**src/hw/rtl/memt_pkg.sv**
```systemverilog
// Shared types and constants for the twister generator.
package memt_pkg;

  localparam int unsigned NWORDS = 19;
  localparam int unsigned NJBITS = 1280;

  localparam logic [63:0] TWIST_MAT   = 64'h1afefd1526d3952b;
  localparam logic [63:0] TEMPER_MASK = 64'h3a23d78e8fb5e349;
  localparam logic [63:0] SEED_MULT   = 64'd6364136223846793005;

  localparam logic [1:0] REQ_NEXT = 2'd0;
  localparam logic [1:0] REQ_SEED = 2'd1;
  localparam logic [1:0] REQ_JUMP = 2'd2;

  // bit k of the jump polynomial sits at index NJBITS-1-k
  localparam logic [NJBITS-1:0] JUMP_POLY = {
    200'ha4704d47efb161016e3736c80e933688017732e3ffc4115893,
    200'h8838ba22bb5cddf444d6f3fb8f3431c350ef813cceb90a9587,
    200'hb8e1626e74dc53831fba639564f313238548597b13bc13679e,
    200'h172cf95e9fabac836d6888253c34e4ac182c6779be5414e2cb,
    200'h1933412fcbdc47a055d72c339f5033276d8cc5b491ec343bbe,
    200'h7f5467cd6ed8e33b8f1305b10e3b134e67c62358665d196e5c,
    80'h2030a9e45ae42eab5e0c};

  typedef struct packed {
    logic       step;      // one recurrence step, state rotates by one
    logic       out_load;  // capture tempered word
    logic       acc_clr;
    logic       acc_xor;
    logic       acc_load;  // accumulator replaces state
    logic       seed_load; // shift seed word in
    logic       mul_en;
    logic [1:0] mul_ph;
    logic       seed_wr;   // shift product + index in
    logic       fb_wr;     // product + index to feedback word
    logic [4:0] idx;
  } memt_cmd_t;

endpackage

```
**src/hw/rtl/memt_ctrl.sv**
```systemverilog
// Sequencer for next, seed and jump requests.
module memt_ctrl import memt_pkg::*; (
  input  logic        clk,
  input  logic        rst_n,
  input  logic        in_valid,
  output logic        in_ready,
  input  logic [1:0]  in_req_type,
  output logic        out_valid,
  input  logic        out_ready,
  output memt_cmd_t   cmd
);

  typedef enum logic [1:0] {S_IDLE, S_SEED, S_JUMP, S_LOAD} state_t;

  localparam logic [4:0]  LAST_IDX = 5'(NWORDS);
  localparam logic [10:0] LAST_BIT = 11'(NJBITS - 1);

  state_t      st_r, st_nxt;
  logic        ov_r, ov_nxt;
  logic [4:0]  idx_r, idx_nxt;
  logic [1:0]  ph_r, ph_nxt;
  logic [10:0] k_r, k_nxt;
  logic        acc;

  assign in_ready  = (st_r == S_IDLE) && (!ov_r || out_ready);
  assign acc       = in_valid && in_ready;
  assign out_valid = ov_r;

  always_comb begin
    st_nxt  = st_r;
    ov_nxt  = ov_r && !out_ready;
    idx_nxt = idx_r;
    ph_nxt  = ph_r;
    k_nxt   = k_r;
    cmd     = '0;
    cmd.idx = idx_r;
    cmd.mul_ph = ph_r;
    unique case (st_r)
      S_IDLE: begin
        if (acc) begin
          case (in_req_type)
            REQ_NEXT: begin
              cmd.step = 1'b1;
              cmd.out_load = 1'b1;
              ov_nxt = 1'b1;
            end
            REQ_SEED: begin
              cmd.seed_load = 1'b1;
              idx_nxt = 5'd1;
              ph_nxt = 2'd0;
              st_nxt = S_SEED;
            end
            REQ_JUMP: begin
              cmd.acc_clr = 1'b1;
              k_nxt = '0;
              st_nxt = S_JUMP;
            end
            default: ;
          endcase
        end
      end
      S_SEED: begin
        if (ph_r != 2'd3) begin
          cmd.mul_en = 1'b1;
          ph_nxt = ph_r + 2'd1;
        end else begin
          ph_nxt = 2'd0;
          if (idx_r == LAST_IDX) begin
            cmd.fb_wr = 1'b1;
            st_nxt = S_IDLE;
          end else begin
            cmd.seed_wr = 1'b1;
            idx_nxt = idx_r + 5'd1;
          end
        end
      end
      S_JUMP: begin
        cmd.step = 1'b1;
        cmd.acc_xor = JUMP_POLY[LAST_BIT - k_r];
        if (k_r == LAST_BIT) st_nxt = S_LOAD;
        else k_nxt = k_r + 11'd1;
      end
      S_LOAD: begin
        cmd.acc_load = 1'b1;
        st_nxt = S_IDLE;
      end
      default: st_nxt = S_IDLE;
    endcase
  end

  always_ff @(posedge clk) begin
    if (!rst_n) begin
      st_r  <= S_IDLE;
      ov_r  <= 1'b0;
      idx_r <= '0;
      ph_r  <= '0;
      k_r   <= '0;
    end else begin
      st_r  <= st_nxt;
      ov_r  <= ov_nxt;
      idx_r <= idx_nxt;
      ph_r  <= ph_nxt;
      k_r   <= k_nxt;
    end
  end

endmodule

```
**config.mk**
```make
export PLATFORM = sky130hd
export DESIGN_NAME = memt_ctrl
export DESIGN_NICKNAME = d
export VERILOG_FILES = /design/src/hw/rtl/memt_pkg.sv /design/src/hw/rtl/memt_ctrl.sv
export SDC_FILE = /design/constraint.sdc
export NUM_CORES = 1
export LEC_CHECK = 0
export ABC_AREA = 0
export BUFFER_PORTS_ARGS = -buffer_cell sky130_fd_sc_hd__buf_2
export CAP_MARGIN = 20
export CORE_MARGIN = 3
export CORE_UTILIZATION = 35
export DETAILED_ROUTE_END_ITERATION = 10
export SLEW_MARGIN = 5
export SYNTH_ARGS = -nofsm -noshare
export SYNTH_HDL_FRONTEND = slang
export SYNTH_SLANG_ARGS = --single-unit
export TNS_END_PERCENT = 100
```
**constraint.sdc**
```tcl
create_clock -name clk -period 8.16 [get_ports clk]
set_input_delay 0.408 -clock clk [delete_from_list [all_inputs] [get_ports clk]]
set_output_delay 0.408 -clock clk [all_outputs]
set_load 0.01 [all_outputs]
```
==> metrics.md, run 1 <==
| Metric | Value |
|---|---|
| Post-synth net total | 554 |
| CTS Buffer Depth | 2 |
| Post-DP HPWL | 8.58 mm |
| Syn Std Cell Area | 3760 um^2 |
| Chip Width | 110 um |
| Largest net degree at the start of global routing | 101 |
| Vias/cell | 6.37 |
| Share of the synthesized area in the top cell type | 11.2% |
| Gr usage total | 20.6% |
| Final GP Congestion | 1.01 |
| Crit path time final | 4.18 ns |
| Number of synthesized flops with an enable pin | 0 |
| Critical Path RT | 7.75 ns |
| Post-route clock period utilization | 51.2% |
| Worst-Margin Slew | 0.951 ns |
| Worst reg2reg setup slack | 5.25 ns |
| Leakage | 0.00132 uW |
| Core area | 10400 um^2 |
| Slew Viols, Final | 0 |
| Fin Clk Skew | 0.00462 ns |
| Reg clk slew, reported paths | 0.08 ns |
| CP arrival | 3.77 ns |
| CTS tree | yes |
| Outcome | completed |
| Post-CTS setup buffers | 0 |
| Asr flop ratio synth | 0% |
| Final hold viol count | 0 |
| Worst VDD drop | 53.8 uV |
| Top cells by area, synth | dfxtp_1, ha_1, nand2_1 |
| Global-route wire length before repair | 19.7 mm |
| Worst Path Max Fanout | 18 |
| Initial antenna violation count | 0 |
| Area Overhead vs Synth | 2.30% |
| # IOs | 24 |
| FP Rows | 37 |
| Initial Util | 36.3% |
| Reg2reg start | k_r[2]$_SDFFE_PN0P_ |
| Type of destination of the critical path | output pin |
| Routed WL | 12.6 mm |
| Syn avg cell area | 7.20 um^2 |
| Seq cells post-synth | 21 |
| DR WL/cell | 19.6 um |
| Die area | 12000 um^2 |
| Post_cts resized | 0 |
| Vias in the first global route | 3605 |
| # DRC | 0 |
| DRT iter0 DRCs | 572 |
| Area of the multi-input gates | 2960 um^2 |
| Antenna-violating nets left | 0 |
| Antenna fix cells | 0 |
| GR Overflow Total | 0 |
| Die height | 110 um |
| Most frequent cells in the layout | nor2_1, nand2_1, o21ai_0 |
| CTS Buf Count | 3 |
| Cell Pwr Density | 59.3 nW/um^2 |
| Final Instance Area | 3850 um^2 |
| Hold-fix buffers, CTS | 0 |
| Register area | 424 um^2 |
| Register area share after synthesis | 11.2% |
| Fmax | 239 MHz |
| Port bufs | 23 |
| Top FF cell, synth | dfxtp_1 |
| Post-synthesis cell type with the largest combined area | dfxtp_1 |
| Max Cap Viol | 0 |
| Yosys cell types | 80 |
| RSZ-0062 raised after global routing | false |
| Setup Viol. Count Final | 0 |
| Drt pass-1 iters | 5 |
| # nets final | 537 |
| HP Class | input port to flip-flop |
| Setup CP Type | flip-flop to output pin |
| Clk Latency, worst-skew pair | 0.27 ns |
| Clock Sinks | 21 |
| Syn Inst Count | 522 |
| Htree depth | 1 |
| Via count | 4074 |
| Fillers | 1108 |
| Placed Area | 3800 um^2 |
| Layout cells sized above 1 | 11.7% |
| CP Launch Point | k_r[0]$_SDFFE_PN0P_ |
| Root buffer cell | clkbuf_8 |
| Min-delay src | rst_n |
| Setup TNS | 0 ns |
| Startpoint class of the critical path | flip-flop |
| Slew margin rel. | 36.6% |
| Ys Warns | 0 |
worst max-delay path: stages (launching register included):
cell       delay [ns]
dfxtp_1          0.61
buf_4            0.30
inv_1            0.18
ha_1             0.59
inv_1            0.14
mux4_2           0.48
o211a_1          0.23
a2111oi_2        0.28
nor4b_1          0.11
o311ai_1         0.32
a21oi_1          0.12
buf_2            0.15
cell usage after synthesis (3+ instances only):
master / n
a2111oi_0: 5
a211o_1: 3
a211oi_1: 14
a21boi_0: 4
a21o_1: 3
a21oi_1: 22
a221oi_1: 4
a311oi_1: 8
a31oi_1: 4
and2_1: 11
buf_1: 4
buf_2: 21
buf_4: 5
buf_6: 9
clkbuf_1: 14
dfxtp_1: 21
ha_1: 26
inv_1: 15
mux2i_1: 5
mux4_2: 4
nand2_1: 47
nand2b_1: 20
nand3_1: 17
nand3b_1: 5
nand4_1: 7
nor2_1: 47
nor2b_1: 22
nor3_1: 17
nor3b_1: 3
nor4_1: 3
o211a_1: 4
o211ai_1: 8
o21a_1: 6
o21ai_0: 28
o221ai_1: 3
o311ai_0: 8
o311ai_1: 4
o31ai_1: 7
or3_1: 6
xnor2_1: 4
xor2_1: 7
final timing paths:
| kind | end | cells past startpoint |
|---|---|---|
| max reg2reg | k_r[10]$_SDFFE_PN0P_ | 9 |
| max | cmd[12] | 11 |
| min reg2reg | ph_r[1]$_SDFFE_PN0P_ | 2 |
| min | st_r[0]$_SDFFE_PN0P_ | 2 |
registers in the layout, summed over array words and instances (netlist names):
register and cells:
idx_r 5, k_r 11, out_valid 1, ph_r 2, st_r 2
stage by stage:
stage | total power [uW] | utilization (%) | hold slack (ns) | std cells | worst slack, ns
after floorplan | 143 | - | 0.475 | 522 | 4.89
after global placement | 158 | 36.6 | 0.486 | 636 | 4.43
after detailed placement | 158 | 36.6 | 0.503 | 636 | 4.39
after CTS | 230 | 37.1 | 0.458 | 640 | 4.04
after global routing | 240 | 37.1 | 0.469 | 640 | 3.73
final | 228 | 37.1 | 0.463 | 640 | 3.98
report_power, final:
group	internal (uW)	switching (uW)	total [uW]
clock network	34.6	36.9	71.5
registers	104	3.37	107
logic	19.0	30.1	49.1
logic make-up after synthesis:
group	count (synthesis)	share of synthesized area [%]
simple gates	222	31.5
compound gates	161	31.2
buf+inv	70	9.98
fa+ha+maj	26	8.65
flops	21	11.2
xor+xnor	12	3.00
mux	10	4.43
area by class of cell:
type / instances / share of cell area, %
Tap cell: 136 / 4.42
Timing Repair Buffer: 31 / 4.55
Clock inverter: 1 / 0.195
Multi-Input combinational cell: 431 / 77.1
Clock buffer: 3 / 1.07
Sequential cell: 21 / 11.0
Inverter: 17 / 1.66
metal layers:
metal / global-route usage [%] / share of wire (%)
met5: 0 / 0
met4: 12.1 / 6.7
met3: 4.11 / 11
met2: 29.4 / 42
met1: 28.6 / 40
Power figures use the tool's default switching activity.
==> run 2: changes to the inputs <==
Clock period 8.16 ns to 3.9 ns, I/O delays scaled along.
==> metrics.md, run 2 (synthesis gave the netlist of run 1 again) <==
| Metric | Value |
|---|---|
| HP Class | input port to flip-flop (unchanged) |
| Htree depth | 1 (unchanged) |
| RSZ-0062 raised after global routing | false (unchanged) |
| Post_cts resized | 0 (unchanged) |
| Area of the multi-input gates | 2960 um^2 (unchanged) |
| Slew margin rel. | 49.5% (was 36.6%) |
| Max FFs per register | 11 (unchanged) |
| Cell Pwr Density | 122 nW/um^2 (was 59.3 nW/um^2) |
| Post-CTS setup buffers | 0 (unchanged) |
| CTS tree | yes (unchanged) |
| Net load switching power | 150 uW (was 70.4 uW) |
| Vias in the first global route | 3825 (was 3605) |
| Combinational power share | 22.1% (was 21.5%) |
| Drt pass-1 iters | 6 (was 5) |
| Initial Util | 36.3% (unchanged) |
| Chip Width | 110 um (unchanged) |
| # nets final | 548 (was 537) |
| Setup TNS | 0 ns (unchanged) |
| Setup Viol. Count Final | 0 (unchanged) |
| Post-route clock period utilization | 91.7% |
| GR Overflow Total | 0 (unchanged) |
| Crit path time final | 3.58 ns |
| Die height | 110 um (unchanged) |
| Vias/cell | 6.48 (was 6.37) |
| Startpoint class of the critical path | flip-flop (unchanged) |
| Met3 GRT Util | 3.88% (was 4.11%) |
| Gr usage total | 22.4% (was 20.6%) |
| Via count | 4216 (was 4074) |
| Global routing's busiest layer | met2 (unchanged) |
| CP Launch Point | k_r[1]$_SDFFE_PN0P_ (was k_r[0]$_SDFFE_PN0P_) |
| Register area | 424 um^2 (unchanged) |
| DR WL/cell | 20.8 um (was 19.6 um) |
| Initial antenna violation count | 0 (unchanged) |
| Critical Path RT | 3.70 ns (was 7.75 ns) |
| Worst VDD drop | 155 uV (was 53.8 uV) |
| Biggest register | k_r (unchanged) |
| Global-route wire length before repair | 21.1 mm (was 19.7 mm) |
| Type of destination of the critical path | output pin (unchanged) |
| Seq pwr share | 46.4% (was 47.1%) |
| # IOs | 24 (unchanged) |
| CTS Buf Count | 3 (unchanged) |
| Slew Viols, Final | 0 (unchanged) |
| CP Cell Sequence | inv_1, ha_1, nor2b_1, o311ai_0, o31ai_1, o221ai_1, a21oi_1, o32ai_1, a21oi_1, buf_2 (was buf_4, inv_1, ha_1, inv_1, mux4_2, o211a_1, a2111oi_2, nor4b_1, o311ai_1, a21oi_1, buf_2) |
| Final GP Congestion | 1.14 (was 1.01) |
| Worst path bufs/invs | 2 (was 4) |
| Fillers | 1093 (was 1108) |
| Area Overhead vs Synth | 5.16% (was 2.30%) |
| Fmax | 280 MHz |
| Largest registers | k_r (11), idx_r (5) (unchanged) |
| CP arrival | 3.38 ns (was 3.77 ns) |
| Min-delay src | rst_n (unchanged) |
| Most frequent cells in the layout | nor2_1, nand2_1, o21ai_0 (unchanged) |
| Antenna fix cells | 0 (unchanged) |
| Sw Share | 31.2% (was 30.9%) |
| Max Cap Viol | 0 (unchanged) |
| Post-DP HPWL | 9.67 mm (was 8.58 mm) |
| Grt met1 use | 30.4% (was 28.6%) |
| Crit path largest cell delay | 0.70 ns (was 0.61 ns) |
| Cell Int Power | 331 uW (was 158 uW) |
| Clock share of power | 31.5% (was 31.4%) |
| # DRC | 0 (unchanged) |
| Met2 Use GR | 33.9% (was 29.4%) |
| Largest net degree at the start of global routing | 90 (was 101) |
| Leakage | 0.00138 uW (was 0.00132 uW) |
| Worst Path Max Fanout | 13 (was 18) |
| Total chip power | 482 uW (was 228 uW) |
| Outcome | completed (unchanged) |
| Final hold viol count | 0 (unchanged) |
| Hold-fix buffers, CTS | 0 (unchanged) |
| Most frequent CP cell | a21oi_1 (was inv_1) |
| Reg2reg start | k_r[3]$_SDFFE_PN0P_ (was k_r[2]$_SDFFE_PN0P_) |
| Setup CP Type | flip-flop to output pin (unchanged) |
| Clock Sinks | 21 (unchanged) |
| Reg clk slew, reported paths | 0.09 ns (was 0.08 ns) |
| Routed WL | 13.6 mm (was 12.6 mm) |
| Port bufs | 23 (unchanged) |
| CTS Buffer Depth | 2 (unchanged) |
| Core area | 10400 um^2 (unchanged) |
| Fin Clk Skew | 0.00730 ns (was 0.00462 ns) |
| Worst-Margin Slew | 0.747 ns (was 0.951 ns) |
| Layout cells sized above 1 | 13.6% (was 11.7%) |
| FP Rows | 37 (unchanged) |
| Largest delay share family, worst path | compound AO/OA/AOI/OAI gates (unchanged) |
| Root buffer cell | clkbuf_8 (unchanged) |
| Clk Latency, worst-skew pair | 0.27 ns (about the same) |
| Crit-path slowest cell | o311ai_0 (was dfxtp_1) |
| Antenna-violating nets left | 0 (unchanged) |
| DRT iter0 DRCs | 647 (was 572) |
| Die area | 12000 um^2 (unchanged) |
run 2: changes by cell type in the layout (fill, tap and decap cells not counted), sizes merged:
cell  delta
buf     +11
run 2: area by class of cell:
class	count	share of cell area (%)
Clock buffer	3	1.04
Clock inverter	1	0.190
Inverter	17	1.61
Multi-Input combinational cell	431	75.0
Sequential cell	21	10.7
Tap cell	136	4.30
Timing Repair Buffer	42	7.15
run 2: worst reg2reg max path: stages, from the launching register on:
cell and delay, ns:
dfxtp_2 0.65, buf_12 0.30, nand2_2 0.21, or3_1 0.48, a21oi_2 0.36, nor3_2 0.15, nand4_1 0.13, xor2_1 0.16
nor2_1 0.05
run 2: metrics by stage:
stage | worst slack, ns | instance area (um^2) | std cells | hold WS [ns] | util, %
final | 0.322 | 3950 | 651 | 0.253 | 38.1
after global routing | 0.239 | 3950 | 651 | 0.269 | 38.1
after CTS | 0.513 | 3950 | 651 | 0.247 | 38.1
after detailed placement | 0.825 | 3910 | 647 | 0.499 | 37.7
after global placement | 0.769 | 3910 | 647 | 0.486 | 37.7
after floorplan | 0.846 | 3760 | 522 | 0.360 | -
run 2: metal layers:
| metal | part of all wire [%] | up-vias |
|---|---|---|
| li1 | - | 1925 |
| met3 | 11 | 64 |
| met1 | 41 | 1930 |
| met4 | 5.5 | 0 |
| met5 | 0 | - |
| met2 | 43 | 297 |
run 2: worst paths after layout:
check / to / slack [ns] / cells past startpoint
setup reg to reg: k_r[10]$_SDFFE_PN0P_ / 1.28 / 8
setup / recovery: cmd[12] / 0.32 / 10
hold reg to reg: ph_r[1]$_SDFFE_PN0P_ / 0.51 / 2
hold / removal: st_r[0]$_SDFFE_PN0P_ / 0.25 / 2
run 2: power by group through the flow:
stage / clock (uW) / combinational (uW) / sequential (uW)
2_1_floorplan: 0 / 72.5 / 227
3_5_place_dp: 0 / 103 / 229
6_report: 152 / 107 / 224
4_1_cts: 157 / 104 / 224
3_3_place_gp: 0 / 102 / 228
5_1_grt: 163 / 114 / 225
